<file path="config.mk">
export PLATFORM = sky130hd
export DESIGN_NAME = first_fit_interval_slot_allocator
export DESIGN_NICKNAME = d
export VERILOG_FILES = /design/src/ffisa_pkg.sv /design/src/first_fit_interval_slot_allocator.sv /design/src/ffisa_cell.sv
export SDC_FILE = /design/constraint.sdc
export NUM_CORES = 2
export LEC_CHECK = 0
export ABC_CLOCK_PERIOD_IN_PS = 29800
export BUFFER_PORTS_ARGS = -buffer_cell sky130_fd_sc_hd__buf_2
export CORE_MARGIN = 3
export CORE_UTILIZATION = 56
export CTS_CLUSTER_DIAMETER = 200
export DETAILED_ROUTE_END_ITERATION = 12
export GPL_TIMING_DRIVEN = 0
export PLACE_DENSITY = 0.79
export SYNTH_ARGS = -nofsm -noshare
export SYNTH_HDL_FRONTEND = slang
export SYNTH_SLANG_ARGS = --single-unit
</file>
<file path="constraint.sdc">
create_clock -name clk -period 29.8 [get_ports clk]
set_input_delay 1.49 -clock clk [delete_from_list [all_inputs] [get_ports clk]]
set_output_delay 1.49 -clock clk [all_outputs]
set_load 0.01 [all_outputs]
</file>
<file path="src/ffisa_pkg.sv">
// ---------------------------------------------------------------------------
// ffisa_pkg
// types and constants shared by the slot allocator cells and top level
// ---------------------------------------------------------------------------
`timescale 1ns / 1ps
`default_nettype none

package ffisa_pkg;

	localparam int TIME_W    = 32;
	localparam int CNT_W     = 32;
	localparam int SLOT_W    = 4;
	localparam int CFG_W     = 5;
	localparam int SLOTS_DEF = 16;
	localparam int CMP_W     = 9;   // holds any cell index up to 511 and the register

	localparam logic [CFG_W-1:0] CFG_RESET = CFG_W'(16);
	localparam logic [CNT_W-1:0] CNT_MAX   = '1;

	// request travelling down the cell chain
	typedef struct packed {
		logic              vld;
		logic [TIME_W-1:0] start_time;
		logic [TIME_W-1:0] end_time;
		logic              new_run;
		logic              last_of_run;
		logic              got;
		logic [SLOT_W-1:0] idx;
	} req_t;

endpackage

`default_nettype wire

</file>
<file path="src/first_fit_interval_slot_allocator.sv">
// ---------------------------------------------------------------------------
// first_fit_interval_slot_allocator
// first-fit slot grant for interval requests over a systolic row of slot cells
// ---------------------------------------------------------------------------
//  channel   dir  handshake             contents
//  s_*       in   s_tvalid / s_tready   tdata start,end; tuser new_run; tlast last_of_run
//  m_*       out  m_tvalid / m_tready   tdata accepted,slot_index,count; tlast run_done
//  cfg_*     in   cfg_valid / cfg_ready slots_in_use (always ready)
//
//  one transaction per cycle unless m_* stalls; each request walks the chain of SLOTS cells,
//  registered in each cell, then the count stage feeding the output register
//  a request reaches cell j after its predecessor, which has already updated it
//  a stall on m_* freezes the whole chain; s_tready follows the output register
//  reset clears busy flags, the run count and all valid bits; slots_in_use resets to 16
// ---------------------------------------------------------------------------
`timescale 1ns / 1ps
`default_nettype none

module first_fit_interval_slot_allocator #(
	parameter int SLOTS = ffisa_pkg::SLOTS_DEF
) (
	input  wire logic        clk,
	input  wire logic        arst_n,
	// request stream
	input  wire logic        s_tvalid,
	output logic             s_tready,
	input  wire logic [63:0] s_tdata,   // [31:0] start_time, [63:32] end_time
	input  wire logic [0:0]  s_tuser,   // [0] new_run
	input  wire logic        s_tlast,   // last_of_run
	// result stream
	output logic             m_tvalid,
	input  wire logic        m_tready,
	output logic [39:0]      m_tdata,   // [0] accepted, [4:1] slot_index,
	                                    // [36:5] accepted_count, [39:37] zero
	output logic             m_tlast,   // run_done
	// configuration
	input  wire logic        cfg_valid,
	output logic             cfg_ready,
	input  wire logic [ffisa_pkg::CFG_W-1:0] cfg_data
);
	import ffisa_pkg::*;

	logic [CFG_W-1:0]  slots_q;
	logic              adv;
	req_t              link [SLOTS+1];
	req_t              tail;

	logic              out_vld_q;
	logic              acc_q;
	logic [SLOT_W-1:0] idx_q;
	logic [CNT_W-1:0]  cnt_q;
	logic              last_q;
	logic [CNT_W-1:0]  total_q;
	logic [CNT_W-1:0]  base;
	logic [CNT_W-1:0]  total_nxt;

	// the whole chain moves unless a finished result is stuck at the output
	assign adv       = !out_vld_q || m_tready;
	assign s_tready  = adv;
	assign cfg_ready = 1'b1;

	always_ff @(posedge clk or negedge arst_n) begin
		if (!arst_n) begin
			slots_q <= CFG_RESET;
		end else if (cfg_valid) begin
			slots_q <= cfg_data;
		end
	end

	// head of the chain
	always_comb begin
		link[0].vld         = s_tvalid;
		link[0].start_time  = s_tdata[31:0];
		link[0].end_time    = s_tdata[63:32];
		link[0].new_run     = s_tuser[0];
		link[0].last_of_run = s_tlast;
		link[0].got         = 1'b0;
		link[0].idx         = '0;
	end

	// row of slot cells; one at or above slots_in_use grants nothing, but new_run clears its busy flag
	for (genvar j = 0; j < SLOTS; j++) begin : g_cell
		logic usable;
		assign usable = CMP_W'(j) < CMP_W'(slots_q);

		ffisa_cell #(
			.IDX(j)
		) u_cell (
			.clk    (clk),
			.arst_n (arst_n),
			.adv    (adv),
			.usable (usable),
			.req_i  (link[j]),
			.req_o  (link[j+1])
		);
	end

	assign tail = link[SLOTS];

	// running count, restarted by new_run, saturating at all ones
	assign base      = tail.new_run ? '0 : total_q;
	assign total_nxt = (tail.got && (base != CNT_MAX)) ? base + CNT_W'(1) : base;

	always_ff @(posedge clk or negedge arst_n) begin
		if (!arst_n) begin
			out_vld_q <= 1'b0;
			total_q   <= '0;
		end else if (adv) begin
			out_vld_q <= tail.vld;
			if (tail.vld) begin
				total_q <= total_nxt;
			end
		end
	end

	// output register payload
	always_ff @(posedge clk) begin
		if (adv && tail.vld) begin
			acc_q  <= tail.got;
			idx_q  <= tail.idx;
			cnt_q  <= total_nxt;
			last_q <= tail.last_of_run;
		end
	end

	assign m_tvalid = out_vld_q;
	assign m_tdata  = {3'b000, cnt_q, idx_q, acc_q};
	assign m_tlast  = last_q;

endmodule

`default_nettype wire

</file>
<file path="src/ffisa_cell.sv">
// ---------------------------------------------------------------------------
// ffisa_cell
// one slot: holds busy flag and end time, grants a passing request
// ---------------------------------------------------------------------------
`timescale 1ns / 1ps
`default_nettype none

module ffisa_cell #(
	parameter int IDX = 0
) (
	input  wire logic          clk,
	input  wire logic          arst_n,
	input  wire logic          adv,
	input  wire logic          usable,
	input  wire ffisa_pkg::req_t req_i,
	output ffisa_pkg::req_t    req_o
);
	import ffisa_pkg::*;

	logic              busy_q;
	logic [TIME_W-1:0] end_q;
	logic              vld_s1;
	req_t              pay_s1;
	req_t              pay_nxt;
	logic              hit;

	// a new run sees this slot as free
	assign hit = req_i.vld && !req_i.got && usable &&
		(!busy_q || req_i.new_run || (req_i.start_time > end_q));

	// request as it leaves this cell, marked as granted here on a hit
	always_comb begin
		pay_nxt = req_i;
		if (hit) begin
			pay_nxt.got = 1'b1;
			pay_nxt.idx = SLOT_W'(IDX);
		end
	end

	always_ff @(posedge clk or negedge arst_n) begin
		if (!arst_n) begin
			busy_q <= 1'b0;
			vld_s1 <= 1'b0;
		end else if (adv) begin
			vld_s1 <= req_i.vld;
			if (hit) begin
				busy_q <= 1'b1;
			end else if (req_i.vld && req_i.new_run) begin
				busy_q <= 1'b0;
			end
		end
	end

	always_ff @(posedge clk) begin
		if (adv) begin
			pay_s1 <= pay_nxt;
			if (hit) begin
				end_q <= req_i.end_time;
			end
		end
	end

	always_comb begin
		req_o     = pay_s1;
		req_o.vld = vld_s1;
	end

endmodule

`default_nettype wire

</file>
# [Word-level counts from Yosys, hierarchy flattened]
# Cells that the tools add are included.
[op_classes] addsub=1 magnitude_cmp=32 eq_ne=1 mux=35 n_reduce_logical=179
[ops] cell="> comparator 32 bit" count=16
[ops] cell="AND reduction 2 bit" count=33
[ops] cell="logical AND 1 bit" count=65
[ops] cell="2-to-1 mux 32 bit" count=2
[ops] cell="less-than comparator 4 x 5 -> 1 bit (first input constant)" count=8
[ops] cell="logical OR 1 bit" count=33
[ops] cell="adder 32 x 1 -> 32 bit (second input constant)" count=1
[ops] cell="logical NOT 1 bit" count=32
[ops] cell="2-to-1 mux 1 bit" count=32
[ops] cell="inequality test 32 bit (second input constant)" count=1
[ops] cell="nonzero test 2 bit" count=16
[ops] cell="less-than comparator 3 x 5 -> 1 bit (first input constant)" count=4
[ops] cell="less-than comparator 1 x 5 -> 1 bit (first input constant)" count=2
[ops] cell="less-than comparator 2 x 5 -> 1 bit (first input constant)" count=2
[ops] cell="2-to-1 mux 5 bit" count=1
[word_totals] ff_bits=1692 input_bits=76 out_inout_bits=44 wordCells=397

# [Longest topological paths before layout]
[logic_depth] ltp_word=6 mapped_depth=11

# [Hierarchy]
# Synthesis repeated with hierarchy kept, for this count alone.
[unflattened] hier_cells=4198 area_unflattened_um2=69770.7
[modules_own_cells] mod="ffisa_cell (g_cell[10].u_cell ...)" n_inst=6 cells_each=237 area_each_um2=4105.2 seq_area_each_um2=3143.0
[modules_own_cells] mod="ffisa_cell (g_cell[1].u_cell ...)" n_inst=4 cells_each=239 area_each_um2=4105.2 seq_area_each_um2=3143.0
[modules_own_cells] mod="ffisa_cell (g_cell[11].u_cell ...)" n_inst=3 cells_each=237 area_each_um2=4091.4 seq_area_each_um2=3143.0
[modules_own_cells] mod="ffisa_cell (g_cell[7].u_cell)" n_inst=1 cells_each=238 area_each_um2=4185.3 seq_area_each_um2=3143.0
[modules_own_cells] mod="ffisa_cell (g_cell[0].u_cell)" n_inst=1 cells_each=239 area_each_um2=4117.7 seq_area_each_um2=3143.0
[modules_own_cells] mod="ffisa_cell (g_cell[15].u_cell)" n_inst=1 cells_each=237 area_each_um2=4090.2 seq_area_each_um2=3143.0
[modules_own_cells] mod="first_fit_interval_slot_allocator" n_inst=1 cells_each=395 area_each_um2=4051.4 seq_area_each_um2=2093.3

# [Least setup slack after synthesis]
# OpenSTA, ideal clock, no wires.
[synth_timing] path_kind="input port to flip-flop" startpoint="input m_tready" endpoint="register g_cell[0].u_cell.pay_s1, in the netlist g_cell[0].u_cell.req_o[10], enable pin" arrival_ps=30332 slack_ps=-2369 cell_stages=3 path_buffers=1 path_cell_list="nor2b_1 clkinv_1 clkbuf_1"
[synth_via] elab_chain_cells=1
[synth_lines] item="start: declaration" line_no="first_fit_interval_slot_allocator.sv:32" source="input wire logic m_tready,"
[synth_lines] item="logical OR 1 bit" line_no="first_fit_interval_slot_allocator.sv:58" source="assign adv = !out_vld_q || m_tready;"
[synth_lines] item="named net s_tready" line_no="first_fit_interval_slot_allocator.sv:26" source="output logic s_tready,"
[synth_lines] item="end signal: assignment" line_no="ffisa_cell.sv:56" source="pay_s1 <= pay_nxt;"
[synth_lines] item="end: declaration" line_no="ffisa_cell.sv:23" source="req_t pay_s1;"
# The timed path passes the listed nets, and every way through them passes these cells.
# A chain may end at the register's enable or synchronous reset.

# [Worst setup path in the final report]
[layout_timing] startpoint="input m_tready" endpoint="output s_tready"
[layout_via] elab_chain_cells=1
[layout_lines] item="logical OR 1 bit" line_no="first_fit_interval_slot_allocator.sv:58"
[layout_lines] item="end: declaration" line_no="first_fit_interval_slot_allocator.sv:26"
# Every way passes these cells.

==> flow_metrics.env <==
export IMPL_relSlewSlack_pct=5.73
export IMPL_fp_dieH_um=350
export IMPL_cts_resized=0
export IMPL_finalSetupViolCount=0
export IMPL_synth_distinct_cells=76
export IMPL_drv_cap=0
export IMPL_worstPathRequired_ns=28.31
export IMPL_clock_sinks=1677
export IMPL_dr_first_iter_drc_count=2689
export IMPL_postCtsHoldBufs=0
export IMPL_power_density_mw_per_mm2=101
export IMPL_p_leak_nw=29.6
export IMPL_num_rows=125
export IMPL_drc=0
export IMPL_antenna_found_initial=2
export IMPL_crit_fanout=122
export IMPL_grt_ovfl_total=0
export IMPL_syn_area_mm2=0.0663
export IMPL_grt_max_degree=123
export IMPL_yosys_area_top_type="edfxtp_1"
export IMPL_synth_most_common_cell="edfxtp_1"
export IMPL_grt_pass1_wl_um=175000
export IMPL_antenna_cells=0
export IMPL_dieArea_mm2=0.122
export IMPL_final_nets=4988
export IMPL_num_vias=33000
export IMPL_cts_tree="yes"
export IMPL_synth_edf_count=1607
export IMPL_final_max_slew_viol_count=0
export IMPL_finalCriticalPeriod_ns=5.74
export IMPL_vdd_drop_max_mv=0.0661
export IMPL_setup_worst_path_class="input pin to output pin"
export IMPL_via_per_inst=5.45
export IMPL_start_util_pct=56.7
export IMPL_globalRoute_busiestLayer="met2"
export IMPL_numCtsBuffers=162
export IMPL_dp_hpwl_um=74200
export IMPL_place_gp_congestion=0.928
export IMPL_async_flop_share_pct=4.17
export IMPL_cts_path_max_buffers=3
export IMPL_drive_above_1_share_pct=9.05
export IMPL_drt_total_wl_um=110000
export IMPL_hold_path_class="flip-flop to flip-flop"
export IMPL_clk_insertion_delay_late_ns=0.75
export IMPL_worstPathArrival_ns=4.25
export IMPL_numPortBuffers=115
export IMPL_routedWlPerCell_um=18.2
export IMPL_root_buffer="clkbuf_16"
export IMPL_endpoint_kind="output pin"
export IMPL_avgSynthCellArea_um2=16.1
export IMPL_cp_buffers_inverters=6
export IMPL_seq_area_frac_synth_pct=75.5
export IMPL_ys_seq_elements=1677
export IMPL_h_tree_depth=4
export IMPL_finalNonFillerCells=6054
export IMPL_max_freq_mhz=174
export IMPL_clk_pin_slew_ns=0.06
export IMPL_crit_family="buffers and inverters"
export IMPL_dr_pass1_iters=5
export IMPL_syn_inst=4106
export IMPL_tightestPinTransition_ns=1.41
export IMPL_grt_met1_usage_pct=20.9
export IMPL_cp_start_kind="input pin"
export IMPL_grt_usage_pct=18.2
export IMPL_hold_viol_final=0
export IMPL_grtUsageMet2_pct=33.2
export IMPL_max_stage_delay_ns=0.67
export IMPL_critPathSlowestCell="clkinv_1"
export IMPL_tns_ns=0
export IMPL_synthFlopType="edfxtp_1"
export IMPL_synth_warnings=0
export IMPL_n_fill_cell=7610
export IMPL_crit_chain="buf_2 -> nor2b_1 -> clkinv_1 -> clkbuf_8 -> buf_16 -> buf_16 -> buf_2"
export IMPL_synth_top_area_share_pct=72.8
export IMPL_use_met3_pct=3.79
export IMPL_fp_dieW_um=350
export IMPL_dp_cells=5759
export IMPL_grt_pass1_vias=34300
export IMPL_post_cts_buffers=0
export IMPL_ant_nets=0
export IMPL_synth_commonest_cells="1,607 x edfxtp_1, 547 x inv_1, 513 x ha_1, 235 x a21oi_1, 216 x nand2_1"
export IMPL_rsz0062_at_grt="false"
export IMPL_clock_skew_ns=0.0276
export IMPL_netlist_top_cells_area="edfxtp_1 73%, ha_1 9.7%, inv_1 3.1%, dfrtp_1 2.6%, a21oi_1 1.8%"
export IMPL_syn_to_final_growth_pct=12.3
export IMPL_min_period_over_period_pct=19.3
export IMPL_io_pin_count=120
export IMPL_coreArea_mm2=0.117
export IMPL_status="finished clean"
-- kinds of logic after synthesis --
logic type                 share of synthesized area, %
adders and majority gates                          9.69
other                                            0.0113
buffers and inverters                              3.41
muxes                                             0.357
AOI/OAI and AO/OA                                  4.77
and+or+nand+nor                                    5.91
xor gates and xnor gates                          0.370
DFF                                                75.5
-- report_power, final --
part	switching, W	internal [W]
Combinational	0.000830	0.000469
Sequential	0.000421	0.00383
Clock	0.000826	0.00116
Total	0.00208	0.00546
-- registers in the layout, indices dropped and copies added, names as in the netlist --
signal	flops
idx_q	4
g_cell.u_cell.vld_s1	16
g_cell.u_cell.busy_q	16
acc_q	1
g_cell.u_cell.end_q	512
g_cell.u_cell.req_o	1057
m_tlast	1
m_tvalid	1
cnt_q	32
slots_q	5
total_q	32
-- stage by stage --
step           setup slack (ns)  total power, W  utilization (%)  cell area, um^2  hold slack [ns]
2_1_floorplan             13.33         0.00520                -            66300            0.400
3_3_place_gp               6.60         0.00571             58.8            68700            0.401
3_5_place_dp              24.11         0.00556             59.2            69200            0.405
4_1_cts                   24.12         0.00759             63.7            74400            0.415
5_1_grt                   23.86         0.00795             63.7            74400            0.423
6_report                  24.06         0.00753             63.7            74400            0.415
-- layout by cell type, fill, tap and decap left out, drive strengths merged, types with 11 or more instances in the layout --
| cell | count |
|---|---|
| mux2i | 18 |
| nand4b | 11 |
| a211oi | 19 |
| nand2b | 57 |
| nand2 | 216 |
| a21oi | 235 |
| xnor2 | 18 |
| clkbuf | 242 |
| buf | 140 |
| edfxtp | 1607 |
| dfrtp | 69 |
| ha | 513 |
| a21o | 28 |
| o21ai | 120 |
| or4 | 13 |
| inv | 554 |
| nand4 | 106 |
| and2 | 19 |
| bufinv | 15 |
| a221o | 23 |
| clkinv | 62 |
| a211o | 15 |
| nor3 | 24 |
| nand3 | 69 |
| or3b | 12 |
| nor4 | 41 |
| nor2 | 113 |
| nor2b | 24 |
-- final cells by class --
| class | instances | area [um^2] | share of cell area (%) |
|---|---|---|---|
| Buffer | 45 | 218 | 0.293 |
| Clock buffer | 210 | 4340 | 5.83 |
| Clock inverter | 85 | 851 | 1.14 |
| Inverter | 548 | 2060 | 2.76 |
| Multi-Input combinational cell | 1838 | 14100 | 19.0 |
| Sequential cell | 1677 | 50000 | 67.2 |
| Tap cell | 1524 | 1910 | 2.56 |
| Timing Repair Buffer | 127 | 908 | 1.22 |
-- path summary, 6_finish.rpt --
path	from	end	slack, ns	cells past startpoint
hold reg to reg	g_cell[6].u_cell.req_o[5]	g_cell[7].u_cell.req_o[5]	0.41	0
min in group asynchronous	arst_n	total_q[13]	0.64	1
setup reg to reg	slots_q[4]	g_cell[10].u_cell.end_q[3]	25.78	6
hold / removal	g_cell[6].u_cell.req_o[5]	g_cell[7].u_cell.req_o[5]	0.41	0
max in group asynchronous	arst_n	slots_q[4]	28.48	2
setup / recovery	m_tready	s_tready	24.06	7
-- routing by layer --
layer  up-vias  routed length (um)
met5         -                   0
met3       250                5950
met4         0                3690
met1     15900               42600
met2       869               57900
li1      15900                   -
(Power assumes the default switching activity.)
